### config.mk
export PLATFORM = sky130hd
export DESIGN_NAME = stvf_ram
export DESIGN_NICKNAME = d
export VERILOG_FILES = /design/src/hw/rtl/stvf_ram.sv
export SDC_FILE = /design/constraint.sdc
export NUM_CORES = 1
export LEC_CHECK = 0
export BUFFER_PORTS_ARGS = -buffer_cell sky130_fd_sc_hd__buf_2
export CORE_MARGIN = 2
export CORE_UTILIZATION = 59
export CTS_BUF_LIST = sky130_fd_sc_hd__clkbuf_8
export DETAILED_ROUTE_END_ITERATION = 12
export GPL_TIMING_DRIVEN = 0
export PLACE_DENSITY = 0.79
export SYNTH_ARGS = -nofsm -noshare
export SYNTH_HDL_FRONTEND = slang
export SYNTH_SLANG_ARGS = --single-unit
### constraint.sdc
create_clock -name clk_i -period 2.7 [get_ports clk_i]
set_input_delay 0.27 -clock clk_i [delete_from_list [all_inputs] [get_ports clk_i]]
set_output_delay 0.27 -clock clk_i [all_outputs]
set_load 0.02 [all_outputs]
### src/hw/rtl/stvf_ram.sv
module stvf_ram #(
  parameter int unsigned Width = 32,
  parameter int unsigned Depth = 32
) (
  input  logic                     clk_i,
  input  logic                     we_i,
  input  logic [$clog2(Depth)-1:0] waddr_i,
  input  logic [Width-1:0]         wdata_i,
  input  logic [$clog2(Depth)-1:0] raddr_i,
  output logic [Width-1:0]         rdata_o
);

  logic [Width-1:0] mem_q [Depth];
  logic [Width-1:0] rdata_q;

  always_ff @(posedge clk_i) begin
    if (we_i) begin
      mem_q[waddr_i] <= wdata_i;
    end
    rdata_q <= mem_q[raddr_i];
  end

  assign rdata_o = rdata_q;

endmodule

==> qor.yml, run 1 <==
run_status:
  status: "completed"
cells_and_area:
  drive_gt1_share_pct: 15.8
  final_area_mm2: 0.0461
  final_common_cell: "edfxtp_1"
  fin_nets: 2597
  final-seq-area_mm2: 0.0314
  final_cell_mix: "1,024 x edfxtp_1, 512 x mux2i_1, 177 x clkbuf_8"
  fillers: 4236
  multi_input_area_mm2: 0.00858
  area_delta_synth_final_pct: 14.0
  postLayoutCoreUtil_pct: 67.6
  finalNonFillerCells: 3566
global_route:
  grt_pass1_wl_um: 138000
  antenna_found_initial: 6
  busiest_layer: "met2"
  grt-ovfl-total: 0
  grt_util_all_layers_pct: 27.1
  use_met2_pct: 46.2
  grtUsageMet1_pct: 34.0
  grt_pass1_vias: 22700
  grt_start_max_net_pins: 33
  grt_use_met3_pct: 6.55
synth:
  yosys-top-cells-area: "edfxtp_1 76%, mux2i_1 13%, a22oi_1 1.8%, dfxtp_1 1.6%, a22o_1 1.4%"
  yosysWarnings: 0
  netlist_area_mm2: 0.0405
  yosysTopAreaCellShare_pct: 76.0
  async_flop_share_pct: 0
  synth_cell_types: 25
  yosys.area_share.simple_pct: 3.10
  synth-main-ff-cell: "edfxtp_1"
  synth.ff_latch_count: 1056
  synth_xor_area_share_pct: 0
  synth_edf_count: 1024
  synth_compound_area_share_pct: 4.85
  syn_nets: 2304
  syn_inst: 2260
  synth_top_cell_by_area: "edfxtp_1"
  ys_seq_area_share_pct: 77.5
  synth_top_family_by_area: "multiplexers"
  syn_area_per_cell_um2: 17.9
  synthAdderAreaFrac_pct: 0
  synthMuxAreaShare_pct: 12.7
cts:
  clockRootBuffer: "clkbuf_8"
  numCtsBuffers: 156
  cts_tree: "built"
  htreeDepth: 4
  cts_buffer_depth: 3
  cts.clk_slew.worst_paths_ns: 0.07
  numClockSinks: 1056
  clk-insertion-delay-late_ns: 0.83
sta:
  setup_viol: 0
  tightest_slew_ns: 1.11
  rsz0062_at_grt: "no"
  fin_skew_ns: 0.0285
  slew_viol_final: 0
  fin_crit_ns: 1.89
  finalWorstSetupSlack_ns: 0.806
  relSlewSlack_pct: 26.2
  fmax_ghz: 0.528
  hold_viol: 0
  fin_tns_setup_ns: 0
  timing.final.crit_share_pct: 70.1
worst_setup_path:
  reg2reg_depth: 5
  worst_ep_arrival_time_ns: 2.51
  critPathLaunchType: "input pin"
  crit_family: "buffers and inverters"
  r2r_setup_slack_ns: 0.93
  r2r_start: "mem_q[6][11]"
  crit_path_start: "raddr_i[1]"
  worst_path_most_repeated_cell: "buf_2"
  cp_slowest_cell: "a31oi_1"
  cp_cell_sequence: "buf_2 -> nor2_1 -> buf_2 -> clkbuf_1 -> a22o_1 -> nor3_1 -> a31oi_1 -> nand3_1"
  path_depth: 8
  worstPathRequired_ns: 3.31
  cp_max_fo: 10
  critical_path_class: "in -> reg"
  critPathBufInv: 3
  r2r_end: "rdata_o[11]"
  crit_path_end_kind: "register"
  cpPeakStageDelay_ns: 0.52
pwr:
  power.density_mw_per_mm2: 699
  ir_drop_v: 0.000347
  p_leak_nw: 16.4
route:
  routedWlPerCell_um: 26.8
  drt_wl_total_um: 95700
  drtIter0Drc: 2565
  drt_pass1_iterations: 6
  drc: 0
  avgViaCountPerCell: 6.23
  vias: 22200
  ant_nets: 0
hold_path:
  min_to: "mem_q[30][8]"
  whs_path_depth: 1
  holdCritPathClass: "in -> reg"
  hold_path_startpoint: "wdata_i[8]"
floorplan:
  rows: 96
  ios: 76
  initial_utilization_pct: 59.3
  die_x_um: 266
  die_y_um: 266
  core_mm2: 0.0682
  dieArea_mm2: 0.0707
placed_design:
  placed_cell_area_mm2: 0.0429
  dp_slack_ns: 0.111
  portBuffers: 74
  gp_congestion: 0.874
  place_inst: 3248
  hpwlAfterDp_um: 60000
job:
  max_cap_violations: 0
==> registers in the layout (all words and copies together), names as in the netlist <==
register  flops
mem_q      1024
rdata_o      32
==> per-layer routing <==
layer  part of all wire, %  up-vias
met5                 0.025        -
met4                   2.8        4
met3                   9.9      237
met2                    51     1222
met1                    37    11100
li1                      -     9596
==> worst reg2reg max path: stages (launching register included) <==
cell	delay [ns]
edfxtp_1	0.37
mux2i_1	0.15
a22o_1	0.17
nor3_1	0.06
a31oi_1	0.52
nand3_1	0.32
==> metrics by stage <==
step | hold slack (ns) | total power [mW]
floorplan | 0.369 | 19.7
global placement | 0.594 | 20.4
detailed placement | 0.598 | 20.5
CTS | 0.00285 | 32.3
global route | 0.0336 | 33.1
finish | 0.0515 | 32.2
==> synth_stat cells, types with 5 or more instances <==
| library cell | n |
|---|---|
| a22oi_1 | 96 |
| edfxtp_1 | 1024 |
| nor3_1 | 32 |
| nand3_1 | 98 |
| buf_1 | 5 |
| mux2i_1 | 512 |
| nand3b_1 | 5 |
| buf_4 | 33 |
| buf_6 | 15 |
| buf_2 | 26 |
| a31oi_1 | 32 |
| a22o_1 | 64 |
| nand2_1 | 98 |
| nor2_1 | 34 |
| dfxtp_1 | 32 |
| a21oi_1 | 96 |
| clkbuf_1 | 46 |
==> where the power goes <==
part           internal (mW)  switching, mW
registers               18.2         0.0667
logic                  0.613           1.31
clock network           6.18           5.85
==> timing repair <==
item                       in CTS  in global routing
setup buffers                   0                  0
hold buffers                   29                  0
resized for setup               0                  0
setup endpoints to repair       0                  0
hold endpoints to repair      839                  0
==> kinds of logic (layout without fill, tap and decap cells) <==
group / after synthesis / in the layout
flip-flops: 1056 / 1056
multiplexers: 512 / 512
AO/OA/AOI/OAI: 288 / 288
AND/OR/NAND/NOR: 277 / 277
buffers and inverters: 127 / 546
other: 0 / 5
==> how the worst max path moves through the flow <==
| stage | end |
|---|---|
| 2_1_floorplan | mem_q[12][0] |
| 3_3_place_gp | mem_q[4][16] |
| 3_5_place_dp | mem_q[1][17] |
| 4_1_cts | rdata_o[12] |
| 5_1_grt | rdata_o[12] |
| 6_report | rdata_o[11] |
==> area by class of cell <==
cell class	instances	share of cell area [%]
multi-input cells	1077	18.6
repair buffers	135	2.92
flip-flops and latches	1056	68.0
clock buffers	177	5.28
plain buffers	127	1.63
well taps	882	2.39
diodes	5	0.0271
clock inverters	107	1.11
Note: power is estimated with default switching activity, not from simulation.
==> run 2: changes to the inputs <==
--- a/config.mk
+++ b/config.mk
@@ -7,11 +7,11 @@
 export LEC_CHECK = 0
 export BUFFER_PORTS_ARGS = -buffer_cell sky130_fd_sc_hd__buf_2
 export CORE_MARGIN = 2
-export CORE_UTILIZATION = 59
+export CORE_UTILIZATION = 65
 export CTS_BUF_LIST = sky130_fd_sc_hd__clkbuf_8
 export DETAILED_ROUTE_END_ITERATION = 12
 export GPL_TIMING_DRIVEN = 0
-export PLACE_DENSITY = 0.79
+export PLACE_DENSITY = 0.82
 export SYNTH_ARGS = -nofsm -noshare
 export SYNTH_HDL_FRONTEND = slang
 export SYNTH_SLANG_ARGS = --single-unit
==> constraint.sdc (replaced) <==
create_clock -name clk_i -period 2 [get_ports clk_i]
set_input_delay 0.2 -clock clk_i [delete_from_list [all_inputs] [get_ports clk_i]]
set_output_delay 0.2 -clock clk_i [all_outputs]
set_load 0.02 [all_outputs]
==> run 2 against run 1 <==
  * Power grew 34%
  * Cell area shrank 0.73%
  * Clock skew grew 0.0048 ns
  * Wire length shrank 1.3%
  * Worst hold slack gained 0.085 ns
  * First-iteration DRC count grew 5.1%
  * Clock-buffer cell count shrank 13
==> qor.yml, run 2 (synthesized netlist as in run 1, its figures left out) <==
route:
  drt_pass1_iterations: 6  # unchanged
  drc: 0  # unchanged
  avgViaCountPerCell: 6.33  # +1.7%
  drtIter0Drc: 2696  # +5.1%
  drt_wl_total_um: 94500  # -1.3%
  ant_nets: 0  # unchanged
  routedWlPerCell_um: 26.9  # +0.31%
  vias: 22200  # +0.099%
floorplan:
  ios: 76  # unchanged
  rows: 91  # -5.2%
  core_mm2: 0.0616  # -9.7%
  initial_utilization_pct: 65.7  # +6.4 points
  die_y_um: 254  # -4.7%
  dieArea_mm2: 0.0643  # -9.1%
  die_x_um: 254  # -4.7%
cells_and_area:
  largest_reg_flops: 1024  # unchanged
  fin_nets: 2591  # -0.23%
  area_delta_synth_final_pct: 13.1
  largest-register: "mem_q"
  final_cell_mix: "1,024 x edfxtp_1, 512 x mux2i_1, 164 x clkbuf_8"
  drive_gt1_share_pct: 15.1  # -0.70 points
  final_area_mm2: 0.0458  # -0.73%
  final_common_cell: "edfxtp_1"
placed_design:
  portBuffers: 74  # unchanged
  gp_congestion: 0.867  # -0.77%
  placed_cell_area_mm2: 0.0426  # -0.60%
  hpwlAfterDp_um: 58500  # -2.5%
pwr:
  power.total_mw: 43.2  # +34%
  p_leak_nw: 16.3  # -0.61%
  power.density_mw_per_mm2: 942  # +35%
  ir_drop_v: 0.000550  # +59%
cts:
  cts_setup_buffers: 0  # unchanged
  cts_tree: "built"
  htreeDepth: 4  # unchanged
  numClockSinks: 1056  # unchanged
  cts.clk_slew.worst_paths_ns: 0.06  # about the same
  cts_buffer_depth: 3  # unchanged
  numCtsBuffers: 156  # unchanged
  clockRootBuffer: "clkbuf_8"
  clk-insertion-delay-late_ns: 0.83  # about the same
run_status:
  status: "completed"
global_route:
  grt_util_all_layers_pct: 29.8  # +2.7 points
  antenna_found_initial: 3  # -3
  grt_pass1_vias: 22300  # -2.0%
  grt_start_max_net_pins: 33  # unchanged
  grt-ovfl-total: 0  # unchanged
  grt_pass1_wl_um: 137000  # -0.55%
hold_path:
  holdCritPathClass: "in -> reg"
worst_setup_path:
  critPathLaunchType: "input pin"
  critical_path_class: "in -> reg"
  cp_cell_sequence: "buf_2 -> nand3b_1 -> nor2_4 -> buf_16"
  critPathBufInv: 2  # -1
  crit_family: "simple AND/OR/NAND/NOR gates"
  worstPathRequired_ns: 2.51  # -0.80 ns
  crit_path_end_kind: "register"
  cp_slowest_cell: "nor2_4"
  cp_max_fo: 18  # +8
  worst_ep_arrival_time_ns: 2.50  # about the same
  cpPeakStageDelay_ns: 0.99  # +0.47 ns
sta:
  fin_crit_ns: 1.99
  fin_skew_ns: 0.0333  # +0.00482 ns
  slew_viol_final: 0  # unchanged
  hold_viol: 0  # unchanged
  timing.final.crit_share_pct: 99.4
  rsz0062_at_grt: "yes"
  relSlewSlack_pct: 13.7  # -13 points
  fmax_ghz: 0.503
  setup_viol: 0  # unchanged
  tightest_slew_ns: 1.29  # +0.185 ns
job:
  max_cap_violations: 0  # unchanged
==> run 2: cell types whose count changed in the layout (fill, tap and decap cells not counted), moves of 4 or more <==
cell      delta
clkbuf_8    -13
buf_12      -10
inv_1        +9
diode_2      -4
==> run 2: area by class of cell <==
class	count	area, µm²
fillers	3384	15800
diodes	1	2.50
clock buffers	164	2260
flip-flops and latches	1056	31400
well taps	837	1050
plain buffers	127	753
multi-input cells	1078	8590
repair buffers	128	1180
clock inverters	118	578
==> run 2: worst reg2reg max path: stages, from the launching register on <==
cell      delay, ns
edfxtp_1       0.35
mux2i_1        0.21
a22o_1         0.19
nor3_1         0.07
a31oi_1        0.49
nand3_1        0.30
==> run 2: worst paths after layout <==
check	from	endpoint	slack, ns	cells after the start
worst max-delay path	waddr_i[0]	mem_q[6][19]	0.01	4
worst min-delay path	raddr_i[3]	rdata_o[0]	0.14	5
worst max register to register	mem_q[7][12]	rdata_o[12]	0.20	5
worst min register to register	mem_q[27][27]	rdata_o[27]	0.62	4
==> run 2: routing by layer <==
layer	wire, µm	share of wire [%]	global-route usage (%)	up-vias
li1	-	-	-	9562
met1	34700	37	38.4	11100
met2	47300	50	49.4	1286
met3	9540	10	7.15	225
met4	2920	3.1	11.6	4
met5	37	0.039	0	-
==> run 2: through the flow <==
stage                      TNS, ns  setup WS (ns)  cells  util, %  hold slack (ns)
after floorplan            -233.30         -0.509   2260        -            0.299
after global placement    -1350.00          -1.95   3171     68.2            0.590
after detailed placement   -428.52         -0.792   3193     69.2            0.611
after CTS                        0         0.0802   3507     74.3           0.0491
after global routing        -0.898        -0.0421   3508     74.3            0.125
final                            0         0.0127   3509     74.3            0.136
==> run 2: repair_timing <==
action	CTS	global route
gates resized for setup	0	1
endpoints found under the hold margin	1024	0
hold buffers	32	0
endpoints found under the setup margin	0	75
==> run 2: where the power goes <==
group          switching (mW)  internal (mW)  leakage [nW]
Clock                    7.98           7.88          1.64
Sequential             0.0846           24.6          9.49
Combinational            1.78          0.825          5.14
